--- src/rtl/chtab_pkg.sv ---
// ----------------------------------------------------------------------------
// Hash table package
// Shared constants, operation and status codes, and the control interface
// types that pass between the controller and the datapath.
// ----------------------------------------------------------------------------
package chtab_pkg;

    localparam int MAX_BUCKETS_DEF = 256;
    localparam int POOL_NODES_DEF  = 1024;

    localparam int KEY_W    = 32;
    localparam int VAL_W    = 32;
    localparam int OP_W     = 2;
    localparam int STATUS_W = 2;
    localparam int CFG_W    = 9;

    localparam logic [CFG_W-1:0] BUCKET_COUNT_RST = 9'd256;

    // The remainder unit retires this many key bits per cycle.
    localparam int DIV_BITS  = 4;
    localparam int DIV_STEPS = KEY_W / DIV_BITS;
    localparam int DIV_CNT_W = $clog2(DIV_STEPS);

    localparam logic [OP_W-1:0] OP_FIND   = 2'd0;
    localparam logic [OP_W-1:0] OP_INSERT = 2'd1;
    localparam logic [OP_W-1:0] OP_REMOVE = 2'd2;

    localparam logic [STATUS_W-1:0] ST_OK   = 2'd0;
    localparam logic [STATUS_W-1:0] ST_MISS = 2'd1;
    localparam logic [STATUS_W-1:0] ST_FULL = 2'd2;

    typedef struct packed {
        logic                clr_wr;
        logic                capture;
        logic                div_step;
        logic                head_rd;
        logic                walk_init;
        logic                node_rd;
        logic                walk_adv;
        logic                alloc_rd;
        logic                ins_commit;
        logic                ins_from_free;
        logic                save_next;
        logic                unlink;
        logic                relink;
        logic                set_res;
        logic [STATUS_W-1:0] res_status;
        logic                res_use_val;
        logic                load_out;
    } chtab_cmd_t;

    typedef struct packed {
        logic [OP_W-1:0] op;
        logic            p_valid;
        logic            steps_done;
        logic            match;
        logic            free_valid;
        logic            fresh_avail;
        logic            prev_valid;
        logic            clr_last;
    } chtab_stat_t;

endpackage

--- src/rtl/chtab_ctrl.sv ---
// ----------------------------------------------------------------------------
// Hash table controller
// Sequences the head clear, remainder, chain walk and list updates.
// ----------------------------------------------------------------------------
module chtab_ctrl
    import chtab_pkg::*;
(
    input  logic        clk,
    input  logic        rst_n,
    input  logic        in_valid,
    output logic        in_ready,
    output logic        out_valid,
    input  logic        out_ready,
    input  chtab_stat_t stat,
    output chtab_cmd_t  cmd
);

    typedef enum logic [3:0] {
        S_CLEAR,
        S_IDLE,
        S_DIV,
        S_HEAD,
        S_HEADW,
        S_WALK,
        S_NODEW,
        S_ALLOCW,
        S_INSERT,
        S_UNLINK,
        S_RELINK,
        S_DONE
    } state_t;

    state_t               state_reg, state_next;
    logic [DIV_CNT_W-1:0] cnt_reg, cnt_next;
    logic                 out_valid_reg, out_valid_next;

    always_comb
    begin
        state_next     = state_reg;
        cnt_next       = cnt_reg;
        out_valid_next = out_valid_reg;
        cmd            = '0;
        if (out_valid_reg && out_ready)
        begin
            out_valid_next = 1'b0;
        end
        case (state_reg)
            S_CLEAR:
            begin
                cmd.clr_wr = 1'b1;
                if (stat.clr_last)
                begin
                    state_next = S_IDLE;
                end
            end
            S_IDLE:
            begin
                if (in_valid)
                begin
                    cmd.capture = 1'b1;
                    cnt_next    = '0;
                    state_next  = S_DIV;
                end
            end
            S_DIV:
            begin
                cmd.div_step = 1'b1;
                cnt_next     = cnt_reg + DIV_CNT_W'(1);
                if (cnt_reg == DIV_CNT_W'(DIV_STEPS - 1))
                begin
                    state_next = S_HEAD;
                end
            end
            S_HEAD:
            begin
                cmd.head_rd = 1'b1;
                state_next  = S_HEADW;
            end
            S_HEADW:
            begin
                cmd.walk_init = 1'b1;
                state_next    = S_WALK;
            end
            S_WALK:
            begin
                if (stat.p_valid && !stat.steps_done)
                begin
                    cmd.node_rd = 1'b1;
                    state_next  = S_NODEW;
                end
                else if (stat.op == OP_INSERT)
                begin
                    // Key absent: take a returned node first, then a fresh one.
                    if (stat.free_valid)
                    begin
                        cmd.alloc_rd = 1'b1;
                        state_next   = S_ALLOCW;
                    end
                    else if (stat.fresh_avail)
                    begin
                        state_next = S_INSERT;
                    end
                    else
                    begin
                        cmd.set_res    = 1'b1;
                        cmd.res_status = ST_FULL;
                        state_next     = S_DONE;
                    end
                end
                else
                begin
                    cmd.set_res    = 1'b1;
                    cmd.res_status = ST_MISS;
                    state_next     = S_DONE;
                end
            end
            S_NODEW:
            begin
                if (!stat.match)
                begin
                    cmd.walk_adv = 1'b1;
                    state_next   = S_WALK;
                end
                else if (stat.op == OP_FIND)
                begin
                    cmd.set_res     = 1'b1;
                    cmd.res_status  = ST_OK;
                    cmd.res_use_val = 1'b1;
                    state_next      = S_DONE;
                end
                else if (stat.op == OP_REMOVE)
                begin
                    cmd.save_next = 1'b1;
                    state_next    = S_UNLINK;
                end
                else
                begin
                    cmd.set_res    = 1'b1;
                    cmd.res_status = ST_MISS;
                    state_next     = S_DONE;
                end
            end
            S_ALLOCW:
            begin
                cmd.ins_commit    = 1'b1;
                cmd.ins_from_free = 1'b1;
                cmd.set_res       = 1'b1;
                cmd.res_status    = ST_OK;
                state_next        = S_DONE;
            end
            S_INSERT:
            begin
                cmd.ins_commit = 1'b1;
                cmd.set_res    = 1'b1;
                cmd.res_status = ST_OK;
                state_next     = S_DONE;
            end
            S_UNLINK:
            begin
                cmd.unlink = 1'b1;
                state_next = S_RELINK;
            end
            S_RELINK:
            begin
                cmd.relink     = 1'b1;
                cmd.set_res    = 1'b1;
                cmd.res_status = ST_OK;
                state_next     = S_DONE;
            end
            S_DONE:
            begin
                if (!out_valid_reg || out_ready)
                begin
                    cmd.load_out   = 1'b1;
                    out_valid_next = 1'b1;
                    state_next     = S_IDLE;
                end
            end
            default:
            begin
                state_next = S_IDLE;
            end
        endcase
    end

    always_ff @(posedge clk or negedge rst_n)
    begin
        if (!rst_n)
        begin
            state_reg     <= S_CLEAR;
            cnt_reg       <= '0;
            out_valid_reg <= 1'b0;
        end
        else
        begin
            state_reg     <= state_next;
            cnt_reg       <= cnt_next;
            out_valid_reg <= out_valid_next;
        end
    end

    assign in_ready  = state_reg == S_IDLE;
    assign out_valid = out_valid_reg;

endmodule

--- config.mk ---
export PLATFORM = sky130hd
export DESIGN_NAME = chtab_ctrl
export DESIGN_NICKNAME = d
export VERILOG_FILES = /design/src/rtl/chtab_pkg.sv /design/src/rtl/chtab_ctrl.sv
export SDC_FILE = /design/constraint.sdc
export NUM_CORES = 1
export LEC_CHECK = 0
export ABC_AREA = 0
export BUFFER_PORTS_ARGS = -buffer_cell sky130_fd_sc_hd__buf_4
export CORE_UTILIZATION = 46
export DETAILED_ROUTE_END_ITERATION = 16
export PLACE_DENSITY = 0.87
export SLEW_MARGIN = 20
export SYNTH_ARGS = -nofsm -noshare
export SYNTH_HDL_FRONTEND = slang
export SYNTH_SLANG_ARGS = --single-unit
--- constraint.sdc ---
create_clock -name clk -period 1.9 [get_ports clk]
set_input_delay 0.285 -clock clk [delete_from_list [all_inputs] [get_ports clk]]
set_output_delay 0.285 -clock clk [all_outputs]
set_load 0.005 [all_outputs]
## Word-level counts from Yosys, hierarchy flattened

Index checks and enable logic that the tools add are counted.
W data, S select, Z words.

| storage, ports and cells | value |
|---|---|
| register bits after elaboration | 8 |
| bits in latches | 0 |
| memory bits (writable) | 0 |
| ROM bits | 0 |
| input port bits | 13 |
| output and inout port bits | 20 |
| logic and storage cells | 85 |
| memories kept | 0 |

| cells by class | value |
|---|---|
| add/subtract/negate cells | 1 |
| $mul | 0 |
| div/mod/pow operators | 0 |
| $lt $le $gt $ge | 0 |
| eq/ne operators | 18 |
| shift operators | 0 |
| muxes and demuxes | 51 |
| bitwise gates (word level) | 0 |
| reductions and logical operators | 12 |

Operators by type and width:

| kind | count |
|---|---|
| $mux W4 | 10 |
| $pmux W4 S10 | 1 |
| $mux W1 | 29 |
| $mux W3 | 7 |
| $eq A4 B3 Y1 const B | 4 |
| $eq A4 B4 Y1 const B | 4 |
| $pmux W3 S3 | 1 |
| $eq A4 B2 Y1 const B | 2 |
| $ne A2 B2 Y1 const B | 4 |
| $pmux W3 S2 | 1 |
| $eq A4 B1 Y1 const B | 1 |
| $logic_not A4 Y1 | 1 |
| $mux W2 | 2 |
| $reduce_and A4 Y1 | 1 |
| $add A3 B1 Y3 const B | 1 |
| $eq A3 B3 Y1 const B | 1 |
| $reduce_or A3 Y1 | 1 |
| $eq A2 B1 Y1 const B | 1 |
| $eq A2 B2 Y1 const B | 1 |
| $logic_and A1 B1 Y1 | 2 |
| $logic_not A1 Y1 | 2 |
| $logic_not A2 Y1 | 1 |
| $reduce_and A2 Y1 | 1 |
| $reduce_bool A2 Y1 | 1 |
| 2 further kinds | 2 |

## Logic depth before layout (Yosys ltp)

Gate-level depths: netlist of the first run.

| logic depth | value |
|---|---|
| depth after elaboration | 5 |
| gate-level depth with buffers | 6 |
| gate-level depth less buffers | 6 |

## Worst setup path before layout of the first run

Ideal clock, no wire load.

| timing path | value |
|---|---|
| path type | register -> register |
| start point | register cnt_reg[0] |
| end point | register state_reg[0] |
| library setup time | 127 ps |
| arrival time | 1457 ps |
| required time | 1773 ps |
| path slack | 317 ps |
| cell stages (with the launch flop) | 7 |
| path buffers | 0 |
| period minus slack after synthesis | 1583 ps |
| cell sequence | dfrtp_1 -> ha_1 -> ha_1 -> or3_1 -> a211oi_2 -> a31oi_1 -> mux2i_1 |

| on the way | value |
|---|---|
| cells in the longest elaborated chain, start to end | 3 |

RTL lines:

| what | RTL line | text |
|---|---|---|
| from (decl) | chtab_ctrl.sv:34 | `logic [DIV_CNT_W-1:0] cnt_reg, cnt_next;` |
| from (signal assigned) | chtab_ctrl.sv:197 | `cnt_reg <= cnt_next;` |
| $eq A3 B3 Y1 | chtab_ctrl.sv:69 | `if (cnt_reg == DIV_CNT_W'(DIV_STEPS - 1))` |
| $ne A2 B2 Y1 (no line) | - |  |
| $reduce_and A4 Y1 (no line) | - |  |
| to (signal assigned) | chtab_ctrl.sv:196 | `state_reg <= state_next;` |
| to (decl) | chtab_ctrl.sv:33 | `state_t state_reg, state_next;` |

Every way passes these cells.
A chain may end at the register's enable or synchronous reset.

==> results.cfg, run 1 <==
[global_routing]
grt_pass1_wl_um = 3270
antenna_found_initial = 0
grt_use_total_pct = 23.4
grt_max_degree = 14
grt_pass1_vias = 798
grt_overflow = 0

[synthesis]
synth_edf_count = 0
syn_avg_cell_area_um2 = 7.49
synth_common_cells = o21ai_0, nand2_1, nor2_1
synthCells = 100
synth_top_area_share_pct = 26.7
ys_warn_count = 0
syn-num-nets = 115
synth-seq-cells = 8
ys_types = 35
syn_area_um2 = 749
synth.most_common_cell = o21ai_0
ys_top_cells_by_area = dfrtp_1, o21ai_0, a21oi_1
synthFlopType = dfrtp_1
yosysTopAreaCell = dfrtp_1
async_flop_share_pct = 100
ys_seq_area_share_pct = 26.7

[routing]
drt_iter0_markers = 15
drt_wl_total_um = 2000
drtPass1Iterations = 4
via_count = 896
postRouteAntennaNets = 0
viasPerCell = 5.89
remaining_drc_errors = 0
avgRoutedWirePerCell_um = 13.2

[cells_and_area]
syn_to_final_growth_pct = 43.7
multiInputGateArea_um2 = 527
ff_latch_area_um2 = 201
n_antenna_cell = 0
n_fill_cell = 117
nets = 153
largest_register_ff_count = 4
layout-drive-gt1-share_pct = 37.5

[floorplan]
die_w_um = 42.4
io_pins = 33
num_rows = 14
die_h_um = 42.4
core-area_um2 = 1510
die_area_um2 = 1790
initial_utilization_pct = 49.8

[critical_path]
crit_path_top_delay_cell = dfrtp_2
start_kind = flop
end_kind = primary output
path_cells = nor2b_2 > and3_1 > a21oi_1 > o221ai_1 > buf_4
r2r_setup_slack_ps = 210
r2r_start = cnt_reg[0]
critPathMaxStageDelay_ps = 490
r2r.worst_path.cells = 6
cp.arrival_ps = 1560
cp_max_fo = 12
critical_path_class = flop to primary output
regToRegEndpoint = state_reg[0]
crit_required_ps = 1620

[timing]
hold_violations = 0
final-max-slew-violation-count = 0
rsz0062_at_grt = yes
hold_ws_ps = 353
finalCritPeriodShare_pct = 97.0
skew_ps = 10.2
finalSetupViolations = 0
clock.fmax_ghz = 0.543
relSlewSlack_pct = 81.2
min_period_ps = 1840
finalWorstSetupSlack_ps = 57.0
tightest_slew_ps = 279

[power_and_ir_drop]
vdd_ir_drop_max_mv = 0.847
p_int_w = 0.000775
power.leakage_nw = 0.512
p_seq_share_pct = 24.4
p_sw_share_pct = 45.9
pwr_density_cell_nw_per_um2 = 1330
p_switching_w = 0.000657
power_frac_comb_pct = 66.2
clkPwrFrac_pct = 9.4

[clocking]
cts_sinks = 8
path_clk_slew_ps = 60
clock_latency_ps = 260
root_buffer = clkbuf_4
cts_buffer_depth = 2
cts_buffers = 3
cts-htree-levels = 1
cts_tree = yes

[job]
cap_violations = 0

[run_status]
status = completed

[hold_path]
worstHoldStart = out_ready
holdPathEnd = out_valid
min_path_type = primary input to flop
whs_path_depth = 3

[place]
place.detailed.hpwl_um = 1500
gp_congestion = 0.884
pre_cts_ws_ps = 157
port_buffers = 31
## how the worst max path moves through the flow
stage                 start      endpoint  slack, ps
3_3_place_gp   state_reg[0]        cmd[4]        210
2_1_floorplan    cnt_reg[0]  state_reg[0]        320
5_1_grt        state_reg[0]        cmd[4]        -40
3_5_place_dp   state_reg[0]        cmd[4]        160
4_1_cts        state_reg[0]        cmd[4]          2
6_report       state_reg[0]        cmd[4]         60
## worst max-delay path: cells and delay by family (launching register included)
kind                   cells  cell delay [ps]
DFF                        1              490
AOI/OAI and AO/OA          2              240
buffers and inverters      1              140
and+or+nand+nor            2              430
## layout by cell type (no fill, tap or decap), types with 2 or more instances in the layout
| master | instances |
|---|---|
| nand3b_1 | 2 |
| nand2_1 | 9 |
| nor2b_1 | 2 |
| inv_1 | 5 |
| a21oi_1 | 8 |
| buf_4 | 37 |
| nand3_1 | 3 |
| nor3_1 | 7 |
| nand2b_2 | 2 |
| clkbuf_4 | 3 |
| nor2_1 | 9 |
| o21ai_0 | 10 |
| dfrtp_1 | 7 |
| nand2b_1 | 5 |
| ha_1 | 2 |
| a31oi_1 | 2 |
## layout make-up
| cell class | instances | area share, % |
|---|---|---|
| Multi-Input combinational cell | 82 | 48.9 |
| Timing Repair Buffer | 38 | 26.7 |
| Sequential cell | 8 | 18.7 |
| Clock buffer | 3 | 2.09 |
| Tap cell | 16 | 1.86 |
| Inverter | 5 | 1.74 |
## power by group through the flow
stage	Combinational (W)	Clock [W]	Sequential [W]
finish	0.000947	0.000135	0.000350
global route	0.00105	0.000151	0.000362
CTS	0.000874	0.000134	0.000347
detailed placement	0.000863	0	0.000345
global placement	0.000841	0	0.000337
floorplan	0.000608	0	0.000304
## metrics by stage
step           TNS, ps  cell area, um2  cells  util, %  total power, W
2_1_floorplan        0             749    100        -        0.000912
3_3_place_gp         0             996    146     66.1         0.00118
3_5_place_dp         0             996    146     66.1         0.00121
4_1_cts              0            1030    150     68.7         0.00136
5_1_grt          -83.0            1080    152     71.5         0.00156
6_report             0            1080    152     71.5         0.00143
## logic make-up (layout without fill, tap and decap cells)
family	Yosys count	after routing	share of synthesized area (%)
AO/OA/AOI/OAI	27	27	21.9
adder cells (fa/ha/maj)	2	2	3.34
buffers and inverters	10	46	7.35
flip-flops	8	8	26.7
multiplexers	1	1	1.34
AND/OR/NAND/NOR	52	52	39.4
## what timing repair did
action / in CTS / in global routing
hold buffers: 1 / 0
gates resized for setup: 2 / 6
endpoints found under the hold margin: 8 / 0
pin swaps: 0 / 0
setup endpoints to repair: 2 / 4
setup buffers: 0 / 2
## routing by layer
layer  track usage, %  part of all wire [%]  vias up  routed length, um
met5                0                     0        -                  0
met4             10.0                   2.1        0                 42
met3             3.02                   4.3        8                 87
met2             38.8                    48       30                970
met1             30.3                    45      416                903
li1                 -                     -      442                  -
No activity file was read; power rests on OpenSTA's default activity.
==> inputs of run 2 (changes only) <==
--- a/config.mk
+++ b/config.mk
@@ -7,6 +7,7 @@
 export LEC_CHECK = 0
 export ABC_AREA = 0
 export BUFFER_PORTS_ARGS = -buffer_cell sky130_fd_sc_hd__buf_4
+export CORE_MARGIN = 2
 export CORE_UTILIZATION = 46
 export DETAILED_ROUTE_END_ITERATION = 16
 export PLACE_DENSITY = 0.87
==> run 2 against run 1 <==
  * Utilization down 0.99 points
  * Largest cell class unchanged
  * Sequential power up 4%
  * Combinational power down 1%
  * Largest power group unchanged
  * Sequential share of layout area up 0.28 points
==> results.cfg, run 2 (synthesized netlist as in run 1, its figures left out) <==
[run_status]
status = completed

[hold_path]
min_path_type = primary input to flop
whs_path_depth = 3

[cells_and_area]
nets = 152
mostFrequentLayoutCells = buf_4, o21ai_0, nor2_1, nand2_1, a21oi_1
layout-drive-gt1-share_pct = 37.8
post-route-util_pct = 70.5
n_fill_cell = 116
syn_to_final_growth_pct = 43.4
largest_register_ff_count = 4
final_common_cell = buf_4
n_antenna_cell = 0

[timing]
min_period_ps = 1830
relSlewSlack_pct = 81.3
hold_violations = 0
finalWorstSetupSlack_ps = 73.5
finalCritPeriodShare_pct = 96.1
finalSetupTns_ps = 0
skew_ps = 5.30
final-max-slew-violation-count = 0
rsz0062_at_grt = yes
hold_ws_ps = 365
clock.fmax_ghz = 0.547
finalSetupViolations = 0
tightest_slew_ps = 280

[critical_path]
critical_path_class = flop to primary output
end_kind = primary output
crit_path_top_delay_cell = dfrtp_2
cp.arrival_ps = 1540
crit_required_ps = 1620
cp_max_fo = 7
start_kind = flop
path_cells = and2b_4 > and3_4 > nor2_1 > o221ai_1 > buf_4
r2r.worst_path.cells = 6
critPathMaxStageDelay_ps = 440

[floorplan]
die_area_um2 = 1970
io_pins = 33
initial_utilization_pct = 49.2
die_h_um = 44.4
num_rows = 14
core-area_um2 = 1520
die_w_um = 44.4

[job]
cap_violations = 0

[global_routing]
antenna_found_initial = 0
grt_pass1_wl_um = 3480
grt_pass1_vias = 860
grt_use_total_pct = 24.3
grt_max_degree = 13
grt_overflow = 0

[routing]
remaining_drc_errors = 0
avgRoutedWirePerCell_um = 15.0
drtPass1Iterations = 4
drt_iter0_markers = 41
viasPerCell = 6.13
postRouteAntennaNets = 0
via_count = 925
drt_wl_total_um = 2270

[place]
pre_cts_ws_ps = 185
gp_congestion = 0.919
port_buffers = 31
place.detailed.hpwl_um = 1680

[clocking]
cts_sinks = 8
path_clk_slew_ps = 60
root_buffer = clkbuf_4
cts-htree-levels = 1
clock_latency_ps = 250
cts_tree = yes
cts_buffer_depth = 2
cts_buffers = 3

[power_and_ir_drop]
vdd_ir_drop_max_mv = 1.09
pwr_density_cell_nw_per_um2 = 1330
power.leakage_nw = 0.505
[run 2: cell type report]
type	count	area, um2	area share, %
clock buffers	3	22.5	2.10
inverters	5	18.8	1.75
multi-input cells	82	529	49.2
flip-flops and latches	8	204	19.0
well taps	16	20.0	1.86
repair buffers	37	280	26.1
[run 2: path summary, 6_finish.rpt]
| kind | slack [ps] | end | start |
|---|---|---|---|
| min reg2reg | 500 | cnt_reg[0] | cnt_reg[0] |
| max in group asynchronous | 1350 | state_reg[3] | rst_n |
| max | 70 | cmd[4] | state_reg[3] |
| min in group asynchronous | 400 | out_valid | rst_n |
| min | 360 | out_valid | out_ready |
| max reg2reg | 210 | state_reg[0] | cnt_reg[0] |
[run 2: per-layer routing]
metal	vias up	GRT usage, %	share of wire [%]
met3	8	8.16	5.9
li1	435	-	-
met1	446	27.1	40
met4	0	10.9	2.2
met2	36	41.8	52
met5	-	0	0
[run 2: stage by stage]
step	std cells	total power [W]	instance area, um2
2_1_floorplan	100	0.000912	749
3_3_place_gp	147	0.00119	1000
3_5_place_dp	147	0.00123	1000
4_1_cts	151	0.00138	1050
5_1_grt	151	0.00156	1070
6_report	151	0.00143	1070
[run 2: report_power, final]
group | leakage [nW] | internal, W | switching [W]
sequential | 0.0996 | 0.000252 | 0.000112
clock | 0.0138 | 0.0000724 | 0.0000600
combinational | 0.392 | 0.000444 | 0.000493
total | 0.505 | 0.000769 | 0.000664
[run 2: timing repair]
item	CTS	global route
pin swaps	0	2
hold buffers	1	0
gates resized for setup	3	7
hold endpoints to repair	8	0
setup endpoints to repair	2	4
setup buffers	0	0
[run 2: worst max-delay path, delay by kind of cell (launching register included)]
kind	cells	cell delay (ps)
buffers and inverters	1	140
DFF	1	440
and+or+nand+nor	3	540
AOI/OAI and AO/OA	1	170
